### src/rtl/delta_list_task_scheduler_macros.svh
// Assertion macros for the delta-list task scheduler.
`ifndef DELTA_LIST_TASK_SCHEDULER_MACROS_SVH
`define DELTA_LIST_TASK_SCHEDULER_MACROS_SVH

// Property checked on every clock edge outside reset.
`define DLTS_ASSERT(lbl, prop) \
    lbl: assert property (@(posedge i_clk) disable iff (!i_rst_n) (prop)) \
        else $error("delta list scheduler check failed");

// Consequent must hold in the cycle after the antecedent.
`define DLTS_ASSERT_NEXT(lbl, ante, cons) \
    `DLTS_ASSERT(lbl, (ante) |=> (cons))

`endif

### src/rtl/dlts_pkg.sv
// Shared types and constants for the delta-list task scheduler.
package dlts_pkg;

    localparam int MAX_TASKS = 16;
    localparam int AW        = (MAX_TASKS > 1) ? $clog2(MAX_TASKS) : 1;
    localparam int CW        = $clog2(MAX_TASKS + 1);

    // action codes
    localparam logic [2:0] ACT_TICK     = 3'd0;
    localparam logic [2:0] ACT_ADD      = 3'd1;
    localparam logic [2:0] ACT_DISPATCH = 3'd2;
    localparam logic [2:0] ACT_DELETE   = 3'd3;
    localparam logic [2:0] ACT_CLEAR    = 3'd4;

    // status codes
    localparam logic [1:0] ST_OK       = 2'd0;
    localparam logic [1:0] ST_FULL     = 2'd1;
    localparam logic [1:0] ST_BADPOS   = 2'd2;
    localparam logic [1:0] ST_NOTREADY = 2'd3;

    typedef struct packed {
        logic [7:0]  id;
        logic [15:0] delta;
        logic [15:0] period;
    } t_entry;

    localparam int ENTRY_W = $bits(t_entry);

endpackage

### src/rtl/delta_list_task_scheduler.sv
// Top level of the delta-list task scheduler: sequencer, shared adder and entry RAM.
//
//  channel | ports                                         | handshake
//  --------+-----------------------------------------------+---------------------------
//  command | i_action i_task_id i_first_delay              | taken when start && !busy
//          | i_repeat_period i_position                    |
//  result  | o_ran_task o_run_id o_status o_task_count     | o_result_valid, one cycle
//
// Steps per command: clear, tick on an empty queue and rejected deletes or dispatches
// go straight to the result; an add to a full queue stops at the count check; a tick
// reads the head and writes it back counted down; a delete reads the removed entry,
// folds its delay into the follower and shifts the entries behind it down; an add
// compares entries, splits a delay, shifts entries up and writes the new one; a periodic
// dispatch is a remove plus an add. Reset is synchronous and empties the queue at once.
// busy stays high until the result strobe; results cannot be stalled.
`include "delta_list_task_scheduler_macros.svh"

module delta_list_task_scheduler import dlts_pkg::*; (
    input  logic        i_clk,
    input  logic        i_rst_n,
    input  logic        start,
    output logic        busy,
    input  logic [2:0]  i_action,
    input  logic [7:0]  i_task_id,
    input  logic [15:0] i_first_delay,
    input  logic [15:0] i_repeat_period,
    input  logic [3:0]  i_position,
    output logic        o_result_valid,
    output logic        o_ran_task,
    output logic [7:0]  o_run_id,
    output logic [1:0]  o_status,
    output logic [4:0]  o_task_count
);

    // sequencer states
    localparam logic [3:0] S_IDLE      = 4'd0;
    localparam logic [3:0] S_TK_RD     = 4'd1;
    localparam logic [3:0] S_TK_WR     = 4'd2;
    localparam logic [3:0] S_RM_RD     = 4'd3;
    localparam logic [3:0] S_RM_GONE   = 4'd4;
    localparam logic [3:0] S_RM_SH     = 4'd5;
    localparam logic [3:0] S_RM_END    = 4'd6;
    localparam logic [3:0] S_INS_RD    = 4'd7;
    localparam logic [3:0] S_INS_CMP   = 4'd8;
    localparam logic [3:0] S_INS_SPLIT = 4'd9;
    localparam logic [3:0] S_SH_RD     = 4'd10;
    localparam logic [3:0] S_SH_WR     = 4'd11;
    localparam logic [3:0] S_INS_PUT   = 4'd12;
    localparam logic [3:0] S_FIN       = 4'd13;

    // control state
    logic [3:0]    r_state, n_state;
    logic [CW-1:0] r_cnt, n_cnt;
    logic          r_head_ready, n_head_ready;
    logic          r_valid, n_valid;

    // item payload and walk registers
    logic [2:0]    r_act, n_act;
    logic [7:0]    r_id, n_id;
    logic [15:0]   r_delay, n_delay;
    logic [15:0]   r_period, n_period;
    logic [15:0]   r_rem, n_rem;
    logic [15:0]   r_split, n_split;
    logic [15:0]   r_gone, n_gone;
    logic [CW-1:0] r_pos, n_pos;
    logic [CW-1:0] r_k, n_k;
    logic [1:0]    r_status, n_status;
    logic          r_ran, n_ran;
    logic [7:0]    r_run_id, n_run_id;

    // RAM port
    logic               ram_we, ram_re;
    logic [AW-1:0]      ram_waddr, ram_raddr;
    t_entry             ram_wdata, rd;
    logic [ENTRY_W-1:0] ram_rdata;

    // shared adder
    logic [15:0] u_a, u_b, u_res;
    logic        u_sub, u_carry;
    logic [16:0] u_sum;

    // widened helpers for count compares
    logic [CW:0]   cnt_x, pos_p1, k_p2;
    logic [CW+3:0] in_pos_x, cnt_px;
    logic [CW+4:0] cnt_out;
    logic [CW-1:0] pos_inc, k_m1, k_m2, cnt_m1;

    assign rd       = t_entry'(ram_rdata);
    assign cnt_x    = {1'b0, r_cnt};
    assign pos_p1   = {1'b0, r_pos} + (CW+1)'(1);
    assign k_p2     = {1'b0, r_k} + (CW+1)'(2);
    assign in_pos_x = {{CW{1'b0}}, i_position};
    assign cnt_px   = {4'b0000, r_cnt};
    assign pos_inc  = r_pos + CW'(1);
    assign k_m1     = r_k - CW'(1);
    assign k_m2     = r_k - CW'(2);
    assign cnt_m1   = r_cnt - CW'(1);

    // operand select for the shared adder
    always_comb begin
        u_a   = 16'd0;
        u_b   = 16'd0;
        u_sub = 1'b1;
        unique case (r_state)
            S_INS_CMP: begin
                u_a = r_rem;
                u_b = rd.delta;
            end
            S_INS_SPLIT: begin
                u_a = rd.delta;
                u_b = r_rem;
            end
            S_TK_WR: begin
                u_a = rd.delta;
                u_b = 16'd1;
            end
            S_RM_SH: begin
                u_a   = rd.delta;
                u_b   = r_gone;
                u_sub = 1'b0;
            end
            default: begin
                u_a = 16'd0;
            end
        endcase
    end

    // add saturates high, subtract clamps at zero; carry is "no borrow" on subtract
    assign u_sum   = {1'b0, u_a} + {1'b0, (u_sub ? ~u_b : u_b)} + {16'd0, u_sub};
    assign u_carry = u_sum[16];
    assign u_res   = u_sub ? (u_carry ? u_sum[15:0] : 16'd0)
                           : (u_carry ? 16'hFFFF : u_sum[15:0]);

    // sequencer
    always_comb begin
        n_state      = r_state;
        n_cnt        = r_cnt;
        n_head_ready = r_head_ready;
        n_valid      = 1'b0;
        n_act        = r_act;
        n_id         = r_id;
        n_delay      = r_delay;
        n_period     = r_period;
        n_rem        = r_rem;
        n_split      = r_split;
        n_gone       = r_gone;
        n_pos        = r_pos;
        n_k          = r_k;
        n_status     = r_status;
        n_ran        = r_ran;
        n_run_id     = r_run_id;
        ram_we       = 1'b0;
        ram_waddr    = '0;
        ram_wdata    = rd;
        ram_re       = 1'b0;
        ram_raddr    = '0;

        unique case (r_state)
            S_IDLE: begin
                if (start) begin
                    n_act    = i_action;
                    n_id     = i_task_id;
                    n_delay  = i_first_delay;
                    n_period = i_repeat_period;
                    n_status = ST_OK;
                    n_ran    = 1'b0;
                    n_run_id = 8'd0;
                    n_state  = S_FIN;
                    unique case (i_action)
                        ACT_TICK: begin
                            if (r_cnt != '0) n_state = S_TK_RD;
                        end
                        ACT_ADD: begin
                            n_state = S_INS_RD;
                        end
                        ACT_DISPATCH: begin
                            if (r_cnt != '0 && r_head_ready) begin
                                n_pos   = '0;
                                n_state = S_RM_RD;
                            end else begin
                                n_status = ST_NOTREADY;
                            end
                        end
                        ACT_DELETE: begin
                            if (in_pos_x < cnt_px) begin
                                n_pos   = in_pos_x[CW-1:0];
                                n_state = S_RM_RD;
                            end else begin
                                n_status = ST_BADPOS;
                            end
                        end
                        ACT_CLEAR: begin
                            n_cnt        = '0;
                            n_head_ready = 1'b0;
                        end
                        default: begin
                            n_state = S_FIN;
                        end
                    endcase
                end
            end

            // tick: count the head down, mark ready at zero
            S_TK_RD: begin
                ram_re    = 1'b1;
                ram_raddr = '0;
                n_state   = S_TK_WR;
            end
            S_TK_WR: begin
                ram_we          = 1'b1;
                ram_waddr       = '0;
                ram_wdata       = rd;
                ram_wdata.delta = u_res;
                if (u_res == 16'd0) n_head_ready = 1'b1;
                n_state = S_FIN;
            end

            // remove: fold the gone delay into the follower, shift the tail down
            S_RM_RD: begin
                ram_re    = 1'b1;
                ram_raddr = r_pos[AW-1:0];
                n_state   = S_RM_GONE;
            end
            S_RM_GONE: begin
                n_gone = rd.delta;
                if (r_act == ACT_DISPATCH) begin
                    n_ran    = 1'b1;
                    n_run_id = rd.id;
                    n_id     = rd.id;
                    n_delay  = rd.period;
                    n_period = rd.period;
                end
                n_k = r_pos;
                if (pos_p1 < cnt_x) begin
                    ram_re    = 1'b1;
                    ram_raddr = pos_inc[AW-1:0];
                    n_state   = S_RM_SH;
                end else begin
                    n_state = S_RM_END;
                end
            end
            S_RM_SH: begin
                ram_we    = 1'b1;
                ram_waddr = r_k[AW-1:0];
                ram_wdata = rd;
                if (r_k == r_pos) ram_wdata.delta = u_res;
                n_k = r_k + CW'(1);
                if (k_p2 < cnt_x) begin
                    ram_re    = 1'b1;
                    ram_raddr = k_p2[AW-1:0];
                end else begin
                    n_state = S_RM_END;
                end
            end
            S_RM_END: begin
                n_cnt = cnt_m1;
                if (r_pos == '0) n_head_ready = 1'b0;
                if (r_act == ACT_DISPATCH && r_period != 16'd0) begin
                    n_state = S_INS_RD;
                end else begin
                    n_state = S_FIN;
                end
            end

            // insert: walk the list subtracting deltas
            S_INS_RD: begin
                if (r_cnt >= CW'(MAX_TASKS)) begin
                    n_status = ST_FULL;
                    n_state  = S_FIN;
                end else begin
                    n_rem = r_delay;
                    n_pos = '0;
                    if (r_cnt != '0) begin
                        ram_re    = 1'b1;
                        ram_raddr = '0;
                        n_state   = S_INS_CMP;
                    end else begin
                        n_state = S_SH_RD;
                    end
                end
            end
            S_INS_CMP: begin
                if (u_carry) begin
                    n_rem = u_res;
                    n_pos = pos_inc;
                    if (pos_p1 < cnt_x) begin
                        ram_re    = 1'b1;
                        ram_raddr = pos_inc[AW-1:0];
                    end else begin
                        n_state = S_SH_RD;
                    end
                end else begin
                    n_state = S_INS_SPLIT;
                end
            end
            S_INS_SPLIT: begin
                n_split = u_res;
                n_state = S_SH_RD;
            end

            // open a slot at the insert point, moving from the tail
            S_SH_RD: begin
                n_k = r_cnt;
                if (r_cnt > r_pos) begin
                    ram_re    = 1'b1;
                    ram_raddr = cnt_m1[AW-1:0];
                    n_state   = S_SH_WR;
                end else begin
                    n_state = S_INS_PUT;
                end
            end
            S_SH_WR: begin
                ram_we    = 1'b1;
                ram_waddr = r_k[AW-1:0];
                ram_wdata = rd;
                if ({1'b0, r_k} == pos_p1) ram_wdata.delta = r_split;
                if ({1'b0, r_k} > pos_p1) begin
                    ram_re    = 1'b1;
                    ram_raddr = k_m2[AW-1:0];
                    n_k       = k_m1;
                end else begin
                    n_state = S_INS_PUT;
                end
            end
            S_INS_PUT: begin
                ram_we           = 1'b1;
                ram_waddr        = r_pos[AW-1:0];
                ram_wdata.id     = r_id;
                ram_wdata.delta  = r_rem;
                ram_wdata.period = r_period;
                if (r_pos == '0) n_head_ready = 1'b0;
                n_cnt   = r_cnt + CW'(1);
                n_state = S_FIN;
            end

            S_FIN: begin
                n_valid = 1'b1;
                n_state = S_IDLE;
            end

            default: begin
                n_state = S_IDLE;
            end
        endcase
    end

    // control registers
    always_ff @(posedge i_clk) begin
        if (!i_rst_n) begin
            r_state      <= S_IDLE;
            r_cnt        <= '0;
            r_head_ready <= 1'b0;
            r_valid      <= 1'b0;
        end else begin
            r_state      <= n_state;
            r_cnt        <= n_cnt;
            r_head_ready <= n_head_ready;
            r_valid      <= n_valid;
        end
    end

    // payload registers
    always_ff @(posedge i_clk) begin
        r_act    <= n_act;
        r_id     <= n_id;
        r_delay  <= n_delay;
        r_period <= n_period;
        r_rem    <= n_rem;
        r_split  <= n_split;
        r_gone   <= n_gone;
        r_pos    <= n_pos;
        r_k      <= n_k;
        r_status <= n_status;
        r_ran    <= n_ran;
        r_run_id <= n_run_id;
    end

    dlts_ram #(
        .WIDTH (ENTRY_W),
        .DEPTH (MAX_TASKS),
        .AW    (AW)
    ) u_ram (
        .i_clk   (i_clk),
        .i_we    (ram_we),
        .i_waddr (ram_waddr),
        .i_wdata (ram_wdata),
        .i_re    (ram_re),
        .i_raddr (ram_raddr),
        .o_rdata (ram_rdata)
    );

    // outputs
    assign cnt_out        = {5'b00000, r_cnt};
    assign busy           = (r_state != S_IDLE);
    assign o_result_valid = r_valid;
    assign o_ran_task     = r_ran;
    assign o_run_id       = r_run_id;
    assign o_status       = r_status;
    assign o_task_count   = cnt_out[4:0];

    // checks
    `DLTS_ASSERT(a_cnt_bound, r_cnt <= CW'(MAX_TASKS))
    `DLTS_ASSERT(a_result_idle, !r_valid || r_state == S_IDLE)
    `DLTS_ASSERT_NEXT(a_accept_busy, start && !busy, busy)
    `DLTS_ASSERT(a_full_count, !(r_valid && r_status == ST_FULL) || r_cnt == CW'(MAX_TASKS))
    `DLTS_ASSERT(a_ran_ok, !(r_valid && r_ran) || r_status == ST_OK)

endmodule

### src/rtl/dlts_ram.sv
// Generic single-write, single-read RAM with registered read data.
module dlts_ram #(
    parameter int WIDTH = 8,
    parameter int DEPTH = 16,
    parameter int AW    = (DEPTH > 1) ? $clog2(DEPTH) : 1
) (
    input  logic             i_clk,
    input  logic             i_we,
    input  logic [AW-1:0]    i_waddr,
    input  logic [WIDTH-1:0] i_wdata,
    input  logic             i_re,
    input  logic [AW-1:0]    i_raddr,
    output logic [WIDTH-1:0] o_rdata
);

    logic [WIDTH-1:0] r_mem [DEPTH];
    logic [WIDTH-1:0] r_rdata;

    // write port
    always_ff @(posedge i_clk) begin
        if (i_we) begin
            r_mem[i_waddr] <= i_wdata;
        end
    end

    // read port, data held until the next read
    always_ff @(posedge i_clk) begin
        if (i_re) begin
            r_rdata <= r_mem[i_raddr];
        end
    end

    assign o_rdata = r_rdata;

endmodule
### config.mk
export PLATFORM = sky130hd
export DESIGN_NAME = delta_list_task_scheduler
export DESIGN_NICKNAME = d
export VERILOG_FILES = /design/src/rtl/dlts_pkg.sv /design/src/rtl/delta_list_task_scheduler.sv /design/src/rtl/dlts_ram.sv
export VERILOG_INCLUDE_DIRS = /design/src /design/src/rtl
export SDC_FILE = /design/constraint.sdc
export NUM_CORES = 1
export LEC_CHECK = 0
export ABC_AREA = 1
export BUFFER_PORTS_ARGS = -buffer_cell sky130_fd_sc_hd__buf_2
export CAP_MARGIN = 5
export CORE_MARGIN = 8
export CORE_UTILIZATION = 35
export CTS_CLUSTER_SIZE = 24
export DETAILED_ROUTE_END_ITERATION = 7
export HOLD_SLACK_MARGIN = 0.03
export PLACE_DENSITY_LB_ADDON = 0.08
export SLEW_MARGIN = 10
export SYNTH_ARGS = -nofsm -noshare
export SYNTH_HDL_FRONTEND = slang
export SYNTH_HIERARCHICAL = 1
export SYNTH_SLANG_ARGS = --single-unit
### constraint.sdc
create_clock -name i_clk -period 7.8 [get_ports i_clk]
set_input_delay 0 -clock i_clk [delete_from_list [all_inputs] [get_ports i_clk]]
set_output_delay 0 -clock i_clk [all_outputs]
set_load 0.05 [all_outputs]
==> impl_results.rst <==
.. list-table::
   :header-rows: 1

   * - Metric
     - Value
   * - 1st-iter DRT viols
     - 2080
   * - Placement row count
     - 120
   * - Clock tree skew after final layout
     - 43.9 ps
   * - Placed Instances
     - 5160
   * - Fraction of layout cells with a size suffix above 1
     - 8.91%
   * - Post-synth cell types
     - 57
   * - Power density normalized to cell area
     - 409 nW/um^2
   * - Standard cell area after detailed placement
     - 39500 sq um
   * - Number of cells traversed by the worst register-to-register path
     - 23
   * - Syn Std Cell Area
     - 37600 sq um
   * - RR Endpoint
     - u_ram/o_rdata[31]
   * - Lkg Pwr
     - 17.9 nW
   * - Most used flip-flop cell after synthesis
     - edfxtp_1
   * - Post-cts gate resize count
     - 0
   * - Pre-CTS setup slack
     - 2090 ps
   * - Outcome
     - completed
   * - Cells taking the most area after synthesis
     - edfxtp_1 63%, nand2_1 11%, nand3_1 6.9%, inv_1 6.2%, ha_1 1.6%
   * - Die area
     - 118000 sq um
   * - Hold path depth
     - 2
   * - Vias after detailed routing
     - 26484
   * - Post-Synthesis Mean Instance Area
     - 9.91 sq um
   * - Final Net Count
     - 4001
   * - Hold_sp
     - i_action[1]
   * - Cell with the most instances after synthesis
     - nand2_1
   * - Worst-case setup margin in the final layout
     - 2030 ps
   * - Arrival time of data at the critical path endpoint
     - 6310 ps
   * - Most instantiated cells after synthesis
     - 1126 x nand2_1, 792 x edfxtp_1, 624 x inv_1
   * - Routed wire length on met2
     - 56600 um
   * - Fraction of the cycle the final worst path needs
     - 74.0%
   * - I/O Pins
     - 68
   * - Portion of synthesized cell area occupied by the leading cell type
     - 63.3%
   * - Height of the chip
     - 344 um
   * - Fin Setup TNS
     - 0 ps
   * - Final number of setup-violating endpoints
     - 0
   * - Drt via density
     - 4.92
   * - Maximum number of buffers from clock root to sink
     - 3
   * - Total routed wire length on the met1 layer
     - 55600 um
   * - Largest fanout on the critical path
     - 59
   * - CTS H-tree depth
     - 3
   * - Detailed-router iteration count before antenna repair
     - 6
   * - Startpoint type of the worst setup path
     - flop
   * - Placed wire-length estimate after detailed placement
     - 68600 um
   * - Number of flip-flops and latches in the synthesized netlist
     - 803
   * - Classification of the worst-slack hold path
     - primary input to flop
   * - CTS sink cnt
     - 803
   * - Routed wl met3
     - 5610 um
   * - Critical Path RT
     - 8340 ps
   * - Area inside the core boundary
     - 107000 sq um
   * - Final critical delay including setup and external delays
     - 5770 ps
   * - WL per Instance
     - 22.5 um
   * - Total routing resource utilization after global routing
     - 20.1%
   * - Number of global-route vias before repair
     - 25348
   * - Pin count of the biggest net entering global routing
     - 153
   * - Yosys warns
     - 6
   * - Cells after synthesis
     - 3790
   * - Worst hold path endpoint
     - r_act[1]
   * - Number of antenna violations at the first check in global routing
     - 3
   * - Path type of the worst setup path
     - flop to flop
   * - RD Place Congestion
     - 0.907
   * - Horizontal die dimension
     - 344 um
   * - Minimum setup slack among reg-to-reg paths
     - 2030 ps
   * - Filler Cells Inserted
     - 10554
   * - Clock tree from TritonCTS
     - built
   * - Fraction of registers with async set/reset
     - 0%
   * - Actual transition at the worst max-transition pin
     - 1210 ps
   * - Post-Layout Cell Count
     - 5379
   * - Clock tree root buffer cell
     - clkbuf_16
   * - Topmost layer with routed signal wires
     - met4
   * - Upper clock frequency limit
     - 173 MHz
   * - Slew headroom
     - 19.2%
   * - Element type at the critical path end
     - flop
   * - Global-route wire length before repair
     - 176000 um
   * - Clock insertion delay at the later pin of the skew report
     - 690 ps
   * - Post-route design area
     - 42900 sq um
   * - Synthesized Nets
     - 3889
   * - Routed Antenna Nets
     - 0
   * - Unrepaired setup endpoints after global routing
     - no
   * - Sequential-to-total area share from yosys stat
     - 63.9%
   * - Max-slew violations
     - 0
   * - Final global-route overflow total
     - 0
   * - R2r startpoint
     - r_state[0]
   * - WL final
     - 121000 um
   * - Total CTS buffers
     - 93
   * - Effective utilization at floorplan
     - 35.2%
   * - Max-cap violation count
     - 0
   * - DRC violation count after routing
     - 0
   * - Area delta synth->final
     - 14.2%
   * - Clock edge transition at the registers on the reported setup and hold paths
     - 60 ps
   * - Total count of hold-check failures in the final report
     - 0
   * - Number of buffer cells added on primary ports
     - 67
   * - EDFF count, synth
     - 792
   * - Maximum vdd ir drop
     - 271 uV
   * - Area leader, netlist
     - edfxtp_1
kinds of logic (layout without fill, tap and decap cells):
logic type      count (synthesis)  count (layout)  share of synthesized area [%]
xor+xnor                       16              16                          0.373
flops                         803             803                           63.9
compound gates                291             291                           4.55
simple gates                 1818            1818                           20.5
other cells                     0               2                              0
fa+ha+maj                      49              49                           1.67
buf+inv                       813             997                           9.03
sequential cells by signal, indices dropped and copies added (netlist names):
register	flops
o_ran_task	1
o_result_valid	1
o_run_id	8
o_status	2
o_task_count	5
r_act	3
r_delay	16
r_gone	16
r_head_ready	1
r_id	8
r_k	5
r_period	16
r_pos	5
r_rem	16
r_split	16
r_state	4
u_ram/o_rdata	40
u_ram/r_mem	640
how the worst max path moves through the flow:
stage,start,depth (start not counted),to
2_1_floorplan,r_state[1],5,o_ran_task
3_3_place_gp,r_state[1],23,u_ram/o_rdata[26]
3_5_place_dp,r_state[0],23,u_ram/o_rdata[31]
4_1_cts,r_state[0],23,u_ram/o_rdata[31]
5_1_grt,r_state[1],23,u_ram/o_rdata[31]
6_report,r_state[0],23,u_ram/o_rdata[31]
power breakdown:
part	leakage [nW]	switching, mW	internal, mW
clock network	1.43	1.80	2.45
registers	7.27	0.323	6.22
logic	9.25	5.00	1.74
metal layers:
metal  GRT usage (%)  up-vias
li1                -    12733
met1            28.1    12949
met2            32.7      640
met3            2.56      162
met4            5.80        0
met5               0        -
placed cells by master, fill, tap and decap left out, types with 67 or more instances in the layout:
master,netlist,layout
a21oi_1,83,83
buf_2,68,67
buf_4,16,71
clkbuf_16,0,95
edfxtp_1,792,792
inv_1,624,621
nand2_1,1126,1126
nand3_1,521,521
nor2_1,101,83
o21ai_0,97,94
timing repair:
item / 4_1_cts / 5_1_grt
endpoints found under the hold margin: 85 / 0
setup endpoints to repair: 0 / 0
hold buffers: 49 / 0
setup buffers: 0 / 0
worst max-delay path, cell delays in order (launching register included):
cell	delay, ps
dfxtp_1	420
nor2_1	90
inv_2	160
nor2_4	60
inv_1	160
buf_4	440
o22ai_1	130
nor2_1	160
inv_1	70
fa_1	440
o21ai_2	240
nand3_1	110
nand2_2	110
nand3_1	120
nand2_2	150
nand2_1	150
a21oi_1	350
a221o_4	490
buf_4	700
buf_4	530
nand3_1	130
nand3_1	100
nand3_1	90
nand2_1	100
metrics by stage:
step           hold WS, ps  total power, mW  utilization (%)
3_3_place_gp           256             13.4             37.0
2_1_floorplan         98.9             10.9                -
3_5_place_dp           250             13.4             37.0
6_report               104             17.5             40.2
5_1_grt                106             18.5             40.2
4_1_cts               60.3             17.7             40.2
final cells by class:
cell class,count,area (sq um),share of cell area [%]
well taps,1403,1760,4.09
clock buffers,116,2480,5.77
multi-input cells,2174,10300,24.1
diodes,2,5.00,0.0117
flip-flops and latches,803,24000,56.0
repair buffers,191,1440,3.35
inverters,639,2420,5.64
clock inverters,51,450,1.05
No activity file was read; power rests on OpenSTA's default activity.
